## src/rtl/hrpm_pkg.sv

```systemverilog
// Shared types and constants for the HSV range pixel mask unit.
// No dependencies; every other file in rtl/ imports this package.
package hrpm_pkg;

    // Channel and angle constants.
    localparam int unsigned CHAN_W    = 8;
    localparam int unsigned HUE_W     = 9;
    localparam logic [CHAN_W-1:0] CHAN_MAX = 8'd255;
    localparam logic [HUE_W-1:0] HUE_FULL  = 9'd360;
    localparam logic [HUE_W-1:0] HUE_GREEN = 9'd120;
    localparam logic [HUE_W-1:0] HUE_BLUE  = 9'd240;
    localparam logic [HUE_W-1:0] HUE_NONE  = 9'd0;

    // Hue numerator and bound products: 511 * 255 fits in 17 bits.
    localparam int unsigned HPROD_W = 17;
    // Saturation products: 255 * 255 fits in 16 bits.
    localparam int unsigned SPROD_W = 16;

    // Register map, indexed by paddr[4:2].
    localparam int unsigned ADDR_W = 5;
    localparam logic [2:0] REG_HUE_LOW  = 3'd0;
    localparam logic [2:0] REG_HUE_HIGH = 3'd1;
    localparam logic [2:0] REG_SAT_LOW  = 3'd2;
    localparam logic [2:0] REG_SAT_HIGH = 3'd3;
    localparam logic [2:0] REG_VAL_LOW  = 3'd4;
    localparam logic [2:0] REG_VAL_HIGH = 3'd5;

    // Which channel holds the maximum; red wins ties, then green.
    typedef enum logic [1:0] {
        SEC_RED,
        SEC_GREEN,
        SEC_BLUE
    } sector_t;

    // Threshold register bundle.
    typedef struct packed {
        logic [HUE_W-1:0]  hue_low;
        logic [HUE_W-1:0]  hue_high;
        logic [CHAN_W-1:0] sat_low;
        logic [CHAN_W-1:0] sat_high;
        logic [CHAN_W-1:0] val_low;
        logic [CHAN_W-1:0] val_high;
    } hrpm_cfg_t;

    // One BGR pixel.
    typedef struct packed {
        logic [CHAN_W-1:0] red;
        logic [CHAN_W-1:0] green;
        logic [CHAN_W-1:0] blue;
    } pixel_t;

    // Word held after the min/max stage.
    typedef struct packed {
        pixel_t             pix;
        logic [CHAN_W-1:0]  mx;
        logic [CHAN_W-1:0]  d;
        sector_t            sector;
        logic signed [CHAN_W:0] diff;
    } s1_word_t;

    // Word held after the product stage.
    typedef struct packed {
        pixel_t             pix;
        logic [HPROD_W-1:0] hue_num;
        logic [HPROD_W-1:0] hue_lo_d;
        logic [HPROD_W-1:0] hue_hi_d;
        logic [SPROD_W-1:0] sat_num;
        logic [SPROD_W-1:0] sat_lo_m;
        logic [SPROD_W-1:0] sat_hi_m;
        logic               d_zero;
        logic               mx_zero;
        logic               val_ok;
    } s2_word_t;

    // Result word.
    typedef struct packed {
        pixel_t pix;
        logic   kept;
    } res_word_t;

endpackage

```

## src/rtl/hrpm_cfg.sv

```systemverilog
// APB-style threshold register file of the HSV range pixel mask unit.
// Depends on hrpm_pkg for the register map and the bundle type.
module hrpm_cfg (
    input  logic                        clk,
    input  logic                        rst_n,
    input  logic                        psel,
    input  logic                        penable,
    input  logic                        pwrite,
    input  logic [hrpm_pkg::ADDR_W-1:0] paddr,
    input  logic [31:0]                 pwdata,
    output logic [31:0]                 prdata,
    output logic                        pready,
    output hrpm_pkg::hrpm_cfg_t         cfg
);
    import hrpm_pkg::*;

    hrpm_cfg_t  cfg_reg;
    hrpm_cfg_t  cfg_next;
    logic       wr_en;
    logic [2:0] reg_idx;

    assign pready  = 1'b1;
    assign wr_en   = psel && penable && pwrite && pready;
    assign reg_idx = paddr[4:2];
    assign cfg     = cfg_reg;

    // Decode a completed write into the addressed register.
    always_comb
    begin
        cfg_next = cfg_reg;
        if (wr_en)
        begin
            case (reg_idx)
                REG_HUE_LOW:  cfg_next.hue_low  = pwdata[HUE_W-1:0];
                REG_HUE_HIGH: cfg_next.hue_high = pwdata[HUE_W-1:0];
                REG_SAT_LOW:  cfg_next.sat_low  = pwdata[CHAN_W-1:0];
                REG_SAT_HIGH: cfg_next.sat_high = pwdata[CHAN_W-1:0];
                REG_VAL_LOW:  cfg_next.val_low  = pwdata[CHAN_W-1:0];
                REG_VAL_HIGH: cfg_next.val_high = pwdata[CHAN_W-1:0];
                default:      cfg_next = cfg_reg;
            endcase
        end
    end

    // Reset values accept every pixel.
    always_ff @(posedge clk or negedge rst_n)
    begin
        if (!rst_n)
        begin
            cfg_reg.hue_low  <= HUE_NONE;
            cfg_reg.hue_high <= HUE_FULL;
            cfg_reg.sat_low  <= '0;
            cfg_reg.sat_high <= CHAN_MAX;
            cfg_reg.val_low  <= '0;
            cfg_reg.val_high <= CHAN_MAX;
        end
        else
        begin
            cfg_reg <= cfg_next;
        end
    end

    // Read-back mux.
    always_comb
    begin
        case (reg_idx)
            REG_HUE_LOW:  prdata = 32'(cfg_reg.hue_low);
            REG_HUE_HIGH: prdata = 32'(cfg_reg.hue_high);
            REG_SAT_LOW:  prdata = 32'(cfg_reg.sat_low);
            REG_SAT_HIGH: prdata = 32'(cfg_reg.sat_high);
            REG_VAL_LOW:  prdata = 32'(cfg_reg.val_low);
            REG_VAL_HIGH: prdata = 32'(cfg_reg.val_high);
            default:      prdata = '0;
        endcase
    end

endmodule

```

## src/rtl/hrpm_minmax.sv

```systemverilog
// Stage 1: channel maximum, spread, hue sector and signed channel difference.
// Depends on hrpm_pkg for pixel and stage word types.
module hrpm_minmax (
    input  logic                clk,
    input  logic                rst_n,
    input  logic                in_valid,
    output logic                in_ready,
    input  hrpm_pkg::pixel_t    in_pix,
    output logic                out_valid,
    input  logic                out_ready,
    output hrpm_pkg::s1_word_t  out_word
);
    import hrpm_pkg::*;

    logic              valid_reg;
    s1_word_t          word_reg;
    s1_word_t          word_next;
    logic [CHAN_W-1:0] mx;
    logic [CHAN_W-1:0] mn;

    // The stage takes a word when it is empty or its word moves on.
    assign in_ready  = !valid_reg || out_ready;
    assign out_valid = valid_reg;
    assign out_word  = word_reg;

    // Max, min and sector; red is tested first, then green.
    always_comb
    begin
        mx = in_pix.blue;
        mn = in_pix.blue;
        if (in_pix.green > mx) mx = in_pix.green;
        if (in_pix.red > mx)   mx = in_pix.red;
        if (in_pix.green < mn) mn = in_pix.green;
        if (in_pix.red < mn)   mn = in_pix.red;

        word_next.pix = in_pix;
        word_next.mx  = mx;
        word_next.d   = mx - mn;
        if (in_pix.red == mx)
        begin
            word_next.sector = SEC_RED;
            word_next.diff   = $signed({1'b0, in_pix.green}) - $signed({1'b0, in_pix.blue});
        end
        else if (in_pix.green == mx)
        begin
            word_next.sector = SEC_GREEN;
            word_next.diff   = $signed({1'b0, in_pix.blue}) - $signed({1'b0, in_pix.red});
        end
        else
        begin
            word_next.sector = SEC_BLUE;
            word_next.diff   = $signed({1'b0, in_pix.red}) - $signed({1'b0, in_pix.green});
        end
    end

    always_ff @(posedge clk or negedge rst_n)
    begin
        if (!rst_n)
        begin
            valid_reg <= 1'b0;
        end
        else if (in_ready)
        begin
            valid_reg <= in_valid;
        end
    end

    always_ff @(posedge clk)
    begin
        if (in_ready && in_valid)
        begin
            word_reg <= word_next;
        end
    end

endmodule

```

## src/rtl/hrpm_product.sv

```systemverilog
// Stage 2: hue numerator and the cross-multiplied bounds for hue and saturation.
// Depends on hrpm_pkg for stage word types and the threshold bundle.
module hrpm_product (
    input  logic                clk,
    input  logic                rst_n,
    input  hrpm_pkg::hrpm_cfg_t cfg,
    input  logic                in_valid,
    output logic                in_ready,
    input  hrpm_pkg::s1_word_t  in_word,
    output logic                out_valid,
    input  logic                out_ready,
    output hrpm_pkg::s2_word_t  out_word
);
    import hrpm_pkg::*;

    logic                   valid_reg;
    s2_word_t               word_reg;
    s2_word_t               word_next;
    logic [HUE_W-1:0]       offs;
    logic [HPROD_W-1:0]     base;
    logic signed [HPROD_W:0] term;
    logic signed [HPROD_W:0] hsum;

    assign in_ready  = !valid_reg || out_ready;
    assign out_valid = valid_reg;
    assign out_word  = word_reg;

    // Sector offset; a negative red-sector hue wraps by a full turn.
    always_comb
    begin
        case (in_word.sector)
            SEC_RED:   offs = in_word.diff[CHAN_W] ? HUE_FULL : HUE_NONE;
            SEC_GREEN: offs = HUE_GREEN;
            SEC_BLUE:  offs = HUE_BLUE;
            default:   offs = HUE_NONE;
        endcase
    end

    // Hue numerator is offs*d + 60*diff, never negative after the wrap.
    always_comb
    begin
        base = HPROD_W'(offs) * HPROD_W'(in_word.d);
        term = (HPROD_W+1)'(in_word.diff) * 18'sd60;
        hsum = $signed({1'b0, base}) + term;

        word_next.pix      = in_word.pix;
        word_next.hue_num  = hsum[HPROD_W-1:0];
        word_next.hue_lo_d = HPROD_W'(cfg.hue_low) * HPROD_W'(in_word.d);
        word_next.hue_hi_d = HPROD_W'(cfg.hue_high) * HPROD_W'(in_word.d);
        word_next.sat_num  = SPROD_W'(CHAN_MAX) * SPROD_W'(in_word.d);
        word_next.sat_lo_m = SPROD_W'(cfg.sat_low) * SPROD_W'(in_word.mx);
        word_next.sat_hi_m = SPROD_W'(cfg.sat_high) * SPROD_W'(in_word.mx);
        word_next.d_zero   = (in_word.d == '0);
        word_next.mx_zero  = (in_word.mx == '0);
        word_next.val_ok   = (cfg.val_low <= in_word.mx) && (in_word.mx <= cfg.val_high);
    end

    always_ff @(posedge clk or negedge rst_n)
    begin
        if (!rst_n)
        begin
            valid_reg <= 1'b0;
        end
        else if (in_ready)
        begin
            valid_reg <= in_valid;
        end
    end

    always_ff @(posedge clk)
    begin
        if (in_ready && in_valid)
        begin
            word_reg <= word_next;
        end
    end

endmodule

```

## src/rtl/hrpm_judge.sv

```systemverilog
// Stage 3: range compares, keep decision and the output register.
// Depends on hrpm_pkg for stage word types and the threshold bundle.
module hrpm_judge (
    input  logic                clk,
    input  logic                rst_n,
    input  hrpm_pkg::hrpm_cfg_t cfg,
    input  logic                in_valid,
    output logic                in_ready,
    input  hrpm_pkg::s2_word_t  in_word,
    output logic                out_valid,
    input  logic                out_ready,
    output hrpm_pkg::res_word_t out_word
);
    import hrpm_pkg::*;

    logic      valid_reg;
    res_word_t word_reg;
    res_word_t word_next;
    logic      hue_ok;
    logic      sat_ok;
    logic      keep;

    assign in_ready  = !valid_reg || out_ready;
    assign out_valid = valid_reg;
    assign out_word  = word_reg;

    // A gray pixel has hue 0 and a black pixel has saturation 0.
    always_comb
    begin
        if (in_word.d_zero)
            hue_ok = (cfg.hue_low == HUE_NONE);
        else
            hue_ok = (in_word.hue_lo_d <= in_word.hue_num)
                  && (in_word.hue_num <= in_word.hue_hi_d);

        if (in_word.mx_zero)
            sat_ok = (cfg.sat_low == '0);
        else
            sat_ok = (in_word.sat_lo_m <= in_word.sat_num)
                  && (in_word.sat_num <= in_word.sat_hi_m);

        keep = hue_ok && sat_ok && in_word.val_ok;

        word_next.kept = keep;
        word_next.pix  = keep ? in_word.pix : {CHAN_MAX, CHAN_MAX, CHAN_MAX};
    end

    always_ff @(posedge clk or negedge rst_n)
    begin
        if (!rst_n)
        begin
            valid_reg <= 1'b0;
        end
        else if (in_ready)
        begin
            valid_reg <= in_valid;
        end
    end

    always_ff @(posedge clk)
    begin
        if (in_ready && in_valid)
        begin
            word_reg <= word_next;
        end
    end

endmodule

```

## src/rtl/hsv_range_pixel_mask_unit.sv

```systemverilog
// Top level of the HSV range pixel mask unit: register file and three pipeline stages.
// Depends on hrpm_pkg, hrpm_cfg, hrpm_minmax, hrpm_product and hrpm_judge.
//
//  Channel    Direction  Payload
//  s_axis     in         tdata = {red, green, blue}, blue in the low byte
//  m_axis     out        tdata = {out_red, out_green, out_blue}; tuser = kept
//  apb        in/out     six threshold registers at byte addresses 0x00..0x14
//
// One pixel enters per clock while m_axis does not stall; each pixel taken passes
// through the min/max, product and compare stage registers in turn before it leaves.
// Reset clears the stage valid bits and loads thresholds that keep every pixel.
// A stage takes a new word whenever it is empty or its word moves on, so a stall
// on m_axis backs up one stage at a time and bubbles close up.
module hsv_range_pixel_mask_unit (
    input  logic                        clk,
    input  logic                        rst_n,
    input  logic                        s_axis_tvalid,
    output logic                        s_axis_tready,
    input  logic [23:0]                 s_axis_tdata,   // blue, green, red
    output logic                        m_axis_tvalid,
    input  logic                        m_axis_tready,
    output logic [23:0]                 m_axis_tdata,   // out_blue, out_green, out_red
    output logic                        m_axis_tuser,   // kept
    input  logic                        psel,
    input  logic                        penable,
    input  logic                        pwrite,
    input  logic [hrpm_pkg::ADDR_W-1:0] paddr,
    input  logic [31:0]                 pwdata,
    output logic [31:0]                 prdata,
    output logic                        pready
);
    import hrpm_pkg::*;

    hrpm_cfg_t cfg;
    pixel_t    in_pix;
    s1_word_t  s1_word;
    s2_word_t  s2_word;
    res_word_t res_word;
    logic      s1_valid;
    logic      s1_ready;
    logic      s2_valid;
    logic      s2_ready;

    assign in_pix.blue  = s_axis_tdata[7:0];
    assign in_pix.green = s_axis_tdata[15:8];
    assign in_pix.red   = s_axis_tdata[23:16];

    // Threshold registers.
    hrpm_cfg u_cfg (
        .clk     (clk),
        .rst_n   (rst_n),
        .psel    (psel),
        .penable (penable),
        .pwrite  (pwrite),
        .paddr   (paddr),
        .pwdata  (pwdata),
        .prdata  (prdata),
        .pready  (pready),
        .cfg     (cfg)
    );

    // Stage 1: max, spread and sector.
    hrpm_minmax u_minmax (
        .clk       (clk),
        .rst_n     (rst_n),
        .in_valid  (s_axis_tvalid),
        .in_ready  (s_axis_tready),
        .in_pix    (in_pix),
        .out_valid (s1_valid),
        .out_ready (s1_ready),
        .out_word  (s1_word)
    );

    // Stage 2: products.
    hrpm_product u_product (
        .clk       (clk),
        .rst_n     (rst_n),
        .cfg       (cfg),
        .in_valid  (s1_valid),
        .in_ready  (s1_ready),
        .in_word   (s1_word),
        .out_valid (s2_valid),
        .out_ready (s2_ready),
        .out_word  (s2_word)
    );

    // Stage 3: compares and output register.
    hrpm_judge u_judge (
        .clk       (clk),
        .rst_n     (rst_n),
        .cfg       (cfg),
        .in_valid  (s2_valid),
        .in_ready  (s2_ready),
        .in_word   (s2_word),
        .out_valid (m_axis_tvalid),
        .out_ready (m_axis_tready),
        .out_word  (res_word)
    );

    assign m_axis_tdata = {res_word.pix.red, res_word.pix.green, res_word.pix.blue};
    assign m_axis_tuser = res_word.kept;

    // A rejected pixel always comes out white.
    a_reject_white: assert property (@(posedge clk) disable iff (!rst_n)
        (m_axis_tvalid && !m_axis_tuser) |-> (m_axis_tdata == 24'hFF_FFFF))
        else $error("rejected pixel is not white");

    // With the output register empty the whole pipeline can take a word.
    a_empty_ready: assert property (@(posedge clk) disable iff (!rst_n)
        !m_axis_tvalid |-> s_axis_tready)
        else $error("input stalled with an empty output register");

    // Inverted bounds keep nothing.
    a_inverted_none: assert property (@(posedge clk) disable iff (!rst_n)
        (m_axis_tvalid && m_axis_tuser) |->
            ((cfg.hue_low <= cfg.hue_high) && (cfg.sat_low <= cfg.sat_high)
             && (cfg.val_low <= cfg.val_high)))
        else $error("pixel kept under inverted bounds");

endmodule

```

## config.mk

```make
export PLATFORM = sky130hd
export DESIGN_NAME = hsv_range_pixel_mask_unit
export DESIGN_NICKNAME = d
export VERILOG_FILES = /design/src/rtl/hrpm_pkg.sv /design/src/rtl/hrpm_cfg.sv /design/src/rtl/hrpm_minmax.sv /design/src/rtl/hrpm_product.sv /design/src/rtl/hrpm_judge.sv /design/src/rtl/hsv_range_pixel_mask_unit.sv
export SDC_FILE = /design/constraint.sdc
export NUM_CORES = 1
export LEC_CHECK = 0
export ABC_AREA = 1
export BUFFER_PORTS_ARGS = -buffer_cell sky130_fd_sc_hd__clkbuf_2
export CORE_UTILIZATION = 30
export CTS_CLUSTER_SIZE = 12
export DETAILED_ROUTE_END_ITERATION = 12
export PLACE_DENSITY_LB_ADDON = 0.3
export SLEW_MARGIN = 20
export SYNTH_ARGS = -nofsm -noshare
export SYNTH_HDL_FRONTEND = slang
export SYNTH_SLANG_ARGS = --single-unit
```

## constraint.sdc

```tcl
create_clock -name clk -period 8 [get_ports clk]
set_input_delay 0.4 -clock clk [delete_from_list [all_inputs] [get_ports clk]]
set_output_delay 0.4 -clock clk [all_outputs]
set_load 0.01 [all_outputs]
```

# Yosys cells after proc, flatten, opt, wreduce, memory -nomap -nowiden
# Index checks and enable logic that the tools add are counted.
[totals] reg_bits=255 inputBits=68
[classes] n_addsub=5 multipliers=7 n_lt_le_gt_ge=10 n_eq_ne=9 mux=11 n_reduce_logical=28
[op_table] operator="$pmux 9 s6" n=1
[op_table] operator="$mul 9x8->17" n=3
[op_table] operator="$le 17x17->1" n=2
[op_table] operator="$le 16x16->1" n=2
[op_table] operator="$mul 8x8->16" n=2
[op_table] operator="$mux 8" n=4
[op_table] operator="$pmux 9 s3" n=1
[op_table] operator="$sub 8x8->9" n=3
[op_table] operator="$logic_not 8->1" n=3
[op_table] operator="$mux 9" n=2
[op_table] operator="$add 17x17->17" n=1
[op_table] operator="$eq 8x8->1" n=2
[op_table] operator="$gt 8x8->1" n=2
[op_table] operator="$le 8x8->1" n=2
[op_table] operator="$lt 8x8->1" n=2
[op_table] operator="$mul 8x8->16 const A" n=1
[op_table] operator="$mul 9x5->14 const B" n=1
[op_table] operator="$reduce_and 2->1" n=6
[op_table] operator="$mux 11" n=1
[op_table] operator="$logic_and 1x1->1" n=10
[op_table] operator="$logic_not 9->1" n=1
[op_table] operator="$sub 8x8->8" n=1
[op_table] operator="$eq 3x2->1 const B" n=2
[op_table] operator="$eq 3x3->1 const B" n=2
[op_table] operator="8 further kinds" n=13

# Longest topological paths before layout
[depth] depth_word=7 mapped_depth=37 ltp_nobuf=37

# Modules after synthesis
# A second synthesis with hierarchy kept.
[hier_totals] hier_cells=3398 hier_area_um2=28280.9
[by_module_without_submodules] mod="hrpm_product" instances=1 cells_each=2091 area_per_inst_um2=18103.6 seq_area_each_um2=3748.6
[by_module_without_submodules] mod="hrpm_minmax" instances=1 cells_each=546 area_per_inst_um2=4297.9 seq_area_each_um2=1556.5
[by_module_without_submodules] mod="hrpm_judge" instances=1 cells_each=416 area_per_inst_um2=3076.7 seq_area_each_um2=775.7
[by_module_without_submodules] mod="hrpm_cfg" instances=1 cells_each=345 area_per_inst_um2=2802.7 seq_area_each_um2=1276.2

# Worst setup path before layout
# Ideal clock, no wire load.
[synth_timing] path_kind="flip-flop to flip-flop" start="reg u_minmax.word_reg (netlist bit u_minmax.out_word[1])" end="reg u_product.word_reg (netlist bit u_product.out_word[101]) (data pin)" setup_ps=249 t_arrival_ps=5610 required_ps=7751 slack_ps=2141 stages_incl_launch_ff=29 path_buffers=0 path_cell_list="edfxtp_1 -> ha_1 -> xor2_1 -> ha_1 -> inv_1 -> fa_1 -> inv_1 -> ha_1 -> a21oi_1 -> o21ai_0 -> nand2_1 -> nand2_1 -> a21oi_1 -> xor2_1 -> ha_1 -> fa_1 -> inv_1 -> fa_1 -> fa_1 -> inv_1 -> ha_1 -> inv_1 -> nor3_1 -> nand3_1 -> o2111ai_1 -> xor2_1 -> nand3_1 -> nand2_1 -> inv_1"
[synth_via] elab_chain_len=2
[synth_lines] item="start: declaration" line="hrpm_minmax.sv:16" text="s1_word_t word_reg;"
[synth_lines] item="start signal: assignment" line="hrpm_minmax.sv:72" text="word_reg <= word_next;"
[synth_lines] item="$mul 9x5->14" line="hrpm_product.sv:43" text="term = (HPROD_W+1)'(in_word.diff) * 18'sd60;"
[synth_lines] item="$add 17x17->17" line="hrpm_product.sv:44" text="hsum = $signed({1'b0, base}) + term;"
[synth_lines] item="named net u_product.hsum[16]" line="hrpm_product.sv:22" text="logic signed [HPROD_W:0] hsum;"
[synth_lines] item="end signal: assignment" line="hrpm_product.sv:74" text="word_reg <= word_next;"
[synth_lines] item="end: declaration" line="hrpm_product.sv:17" text="s2_word_t word_reg;"
# The timed path passes the listed nets, and every way through them passes these cells.
# A chain may end at the register's enable or synchronous reset.

# Worst setup path in the final report
[layout_timing] start="reg u_minmax.word_reg (netlist bit u_minmax.out_word[0])" end="reg u_product.word_reg (netlist bit u_product.out_word[101]) (data pin)"
# The elaborated chain is that of the path after synthesis.

==> impl_metrics.csv <==
group,metric,value,unit
outcome,run_status,"finished, final reports clean",
final_layout,flow.area_growth_from_synthesis,9.71,%
placement,dpl.hpwl,51000,um
final_layout,drive_above_1_share,6.39,%
worst_setup_path,crit_buf_inv,4,
sta,final_min_period_over_clock_period,79.4,%
logic_synthesis,yosys.cell_types.count,54,
worst_setup_path,r2r_end,"u_product.out_word[101]",
logic_synthesis,synth.avg_cell_area,8.61,um2
worst_setup_path,reg2reg_from,"u_minmax.out_word[0]",
placement,globalplace.congestion,0.870,
worst_setup_path,critical_path.top_delay_family,"adder cells",
min_path,timing.hold.worst.class,"primary input to register",
route,detail_route.wirelength,65100,um
worst_setup_path,max_stage_delay,0.52,ns
route,route.antenna.remaining_nets,0,
final_layout,antenna-diode-count,0,
logic_synthesis,synth_top_area_share,22.4,%
logic_synthesis,yosysTopAreaCell,"sky130_fd_sc_hd__edfxtp_1",
route,drt_pre_antenna_iters,5,
clocking,clkSlewWorstSetupHoldPaths,0.07,ns
logic_synthesis,synth-seq-area-share,27.5,%
clocking,cts_root_buffer,"sky130_fd_sc_hd__clkbuf_16",
die,core_area,88400,um2
worst_setup_path,worstSetupPathDepth,27,
worst_setup_path,critical_path.most_common_cell,"sky130_fd_sc_hd__ha_1",
global_route,grt_resource_usage_total,14.8,%
job,count_of_maximum_capacitance_violations,0,
worst_setup_path,worst-endpoint-required,8.35,ns
clocking,cts.htree.levels,1,
route,avgViaCountPerCell,4.52,
die,number_of_cell_rows,109,
sta,tns,0,ns
worst_setup_path,r2r.worst_path.cells,27,
sta,finClkSkew,0.0131,ns
worst_setup_path,timing.critical_path.to_type,"register",
logic_synthesis,synth.yosys.warnings,0,
worst_setup_path,cp_slowest_cell,"sky130_fd_sc_hd__fa_1",
die,die-area,90500,um2
route,dr_total_vias,19600,
global_route,global_route.overflow_total,0,
logic_synthesis,netlist_top_cells_area,"sky130_fd_sc_hd__edfxtp_1 22%, sky130_fd_sc_hd__fa_1 17%, sky130_fd_sc_hd__ha_1 17%, sky130_fd_sc_hd__inv_1 11%, sky130_fd_sc_hd__nand2_1 9.0%",
sta,slew_viol_final,0,
logic_synthesis,synthTopCellsByCount,"756 x sky130_fd_sc_hd__inv_1, 643 x sky130_fd_sc_hd__nand2_1, 368 x sky130_fd_sc_hd__ha_1",
global_route,grt_pass1_wl,106000,um
global_route,first_global_vias,19900,
logic_synthesis,synth_async_sr_flop_share,20.9,%
global_route,grt_start_max_net_pins,64,
clocking,clk_latency,0.58,ns
clocking,postCtsSetupRepairBufs,0,
die,ios,128,
route,drc_errors,0,
logic_synthesis,synth_flop_cell,"sky130_fd_sc_hd__edfxtp_1",
logic_synthesis,syn-cell-area,26800,um2
sta,max_freq,157,MHz
logic_synthesis,synthCells,3112,
sta,final_period_minus_worst_setup_slack,6.36,ns
sta,grt_setup_unrepaired,"no",
route,initialDrtViolationCount,1018,
worst_setup_path,worst-path-max-fanout,4,
placement,place.detailed.instances,4285,
sta,hold_viol,0,
worst_setup_path,crit_type,"register to register",
worst_setup_path,critPathCapture,"u_product.out_word[101]",
worst_setup_path,arrival_time_reported_for_the_critical_path_endpoint,6.70,ns
clocking,max-clock-path-buffers,3,
worst_setup_path,rrSetupSlack,1.64,ns
logic_synthesis,synthMostInstantiatedCell,"sky130_fd_sc_hd__inv_1",
logic_synthesis,synth_enable_flop_cells,200,
final_layout,largest_reg_flops,124,
sta,worst_slew_pin_slew,1.09,ns
worst_setup_path,cp-start-kind,"register",
die,die_height,301,um
worst_setup_path,critPathLaunch,"u_minmax.out_word[0]",
die,initial_core_util,30.3,%
sta,worst_slew_margin_rel,27.7,%
logic_synthesis,register_bit_total_from_synthesis,253,
final_layout,layout.nets,3821,
route,wl_per_cell,15.0,um
sta,setup-violations-final,0,
die,die-width,301,um
placement,io_buffer_count,78,
clocking,tritoncts.num_buffers,31,
final_layout,final_cell_count_no_fill,4343,
clocking,clock-sinks,253,
global_route,antenna_found_initial,4,
clocking,tritoncts,"done",
-- routing by layer --
metal | up-vias | GRT usage (%) | part of all wire [%]
li1 | 9792 | - | -
met1 | 9392 | 20.6 | 48
met2 | 368 | 24.0 | 45
met3 | 87 | 1.99 | 4.5
met4 | 4 | 3.40 | 2.1
met5 | - | 0 | 0.045
-- timing repair --
item	in CTS	in global routing
hold endpoints to repair	33	0
gates resized for setup	0	0
hold buffers	1	0
-- kinds of logic (layout without fill, tap and decap cells) --
logic type | after synthesis | count (layout) | share of synthesized area (%)
and+or+nand+nor | 938 | 938 | 14.8
xor gates and xnor gates | 112 | 112 | 3.66
DFF | 253 | 253 | 27.5
other | 2 | 24 | 0.0280
adders and majority gates | 599 | 599 | 34.4
AOI/OAI and AO/OA | 332 | 332 | 6.83
buffers and inverters | 876 | 920 | 12.8
-- worst min path at each step --
stage	start	endpoint	slack [ns]	cells past startpoint
final	s_axis_tdata[6]	u_minmax.out_word[33]	0.06	1
after global routing	s_axis_tdata[6]	u_minmax.out_word[33]	0.05	1
after CTS	pwdata[1]	u_cfg.cfg[1]	0.02	3
after detailed placement	u_minmax.out_word[40]	u_product.out_word[115]	0.40	0
after global placement	u_minmax.out_word[47]	u_product.out_word[122]	0.40	0
after floorplan	rst_n	u_cfg.cfg[10]	0.10	0
-- layout make-up --
class | instances | area, um2
Fill cell | 9314 | 59000
Multi-Input combinational cell | 2005 | 16100
Sequential cell | 253 | 7360
Inverter | 759 | 2850
Tap cell | 1165 | 1460
Clock buffer | 36 | 795
Timing Repair Buffer | 104 | 588
Clock inverter | 21 | 239
-- per-stage QoR --
stage          instance area, um2  worst slack (ns)  hold slack (ns)  util (%)
2_1_floorplan               26900              2.14            0.104         -
3_3_place_gp                28400              1.62            0.401      32.1
3_5_place_dp                28400              1.65            0.405      32.1
4_1_cts                     29400              1.65           0.0212      33.3
5_1_grt                     29400              1.32           0.0459      33.3
6_report                    29400              1.64           0.0560      33.3
-- worst register-to-register path, delay by kind of cell, from the launching register on --
family	cells	cell delay, ns
AOI/OAI and AO/OA	4	0.64
xor gates and xnor gates	3	0.59
buffers and inverters	4	0.22
DFF	1	0.41
and+or+nand+nor	7	0.99
adders and majority gates	9	3.29
-- placed cells by master (no fill, tap or decap), drive strengths merged, types with 4 or more instances in the layout --
master,n
a21boi,5
a21o,5
a21oi,139
a221oi,5
a22oi,8
a31oi,8
buf,25
bufinv,5
clkbuf,114
clkinv,15
conb,24
dfrtp,33
dfstp,20
edfxtp,200
fa,231
ha,368
inv,760
nand2,649
nand3,119
nand3b,4
nand4,47
nor2,90
nor3,18
nor4,7
o2111ai,4
o21a,6
o21ai,130
o21bai,5
o221ai,4
o31ai,4
xnor2,36
xor2,76
Power is left out: the tool's default activity adds up to more than one toggle a clock period on the data nets, which glitch-free logic cannot reach.
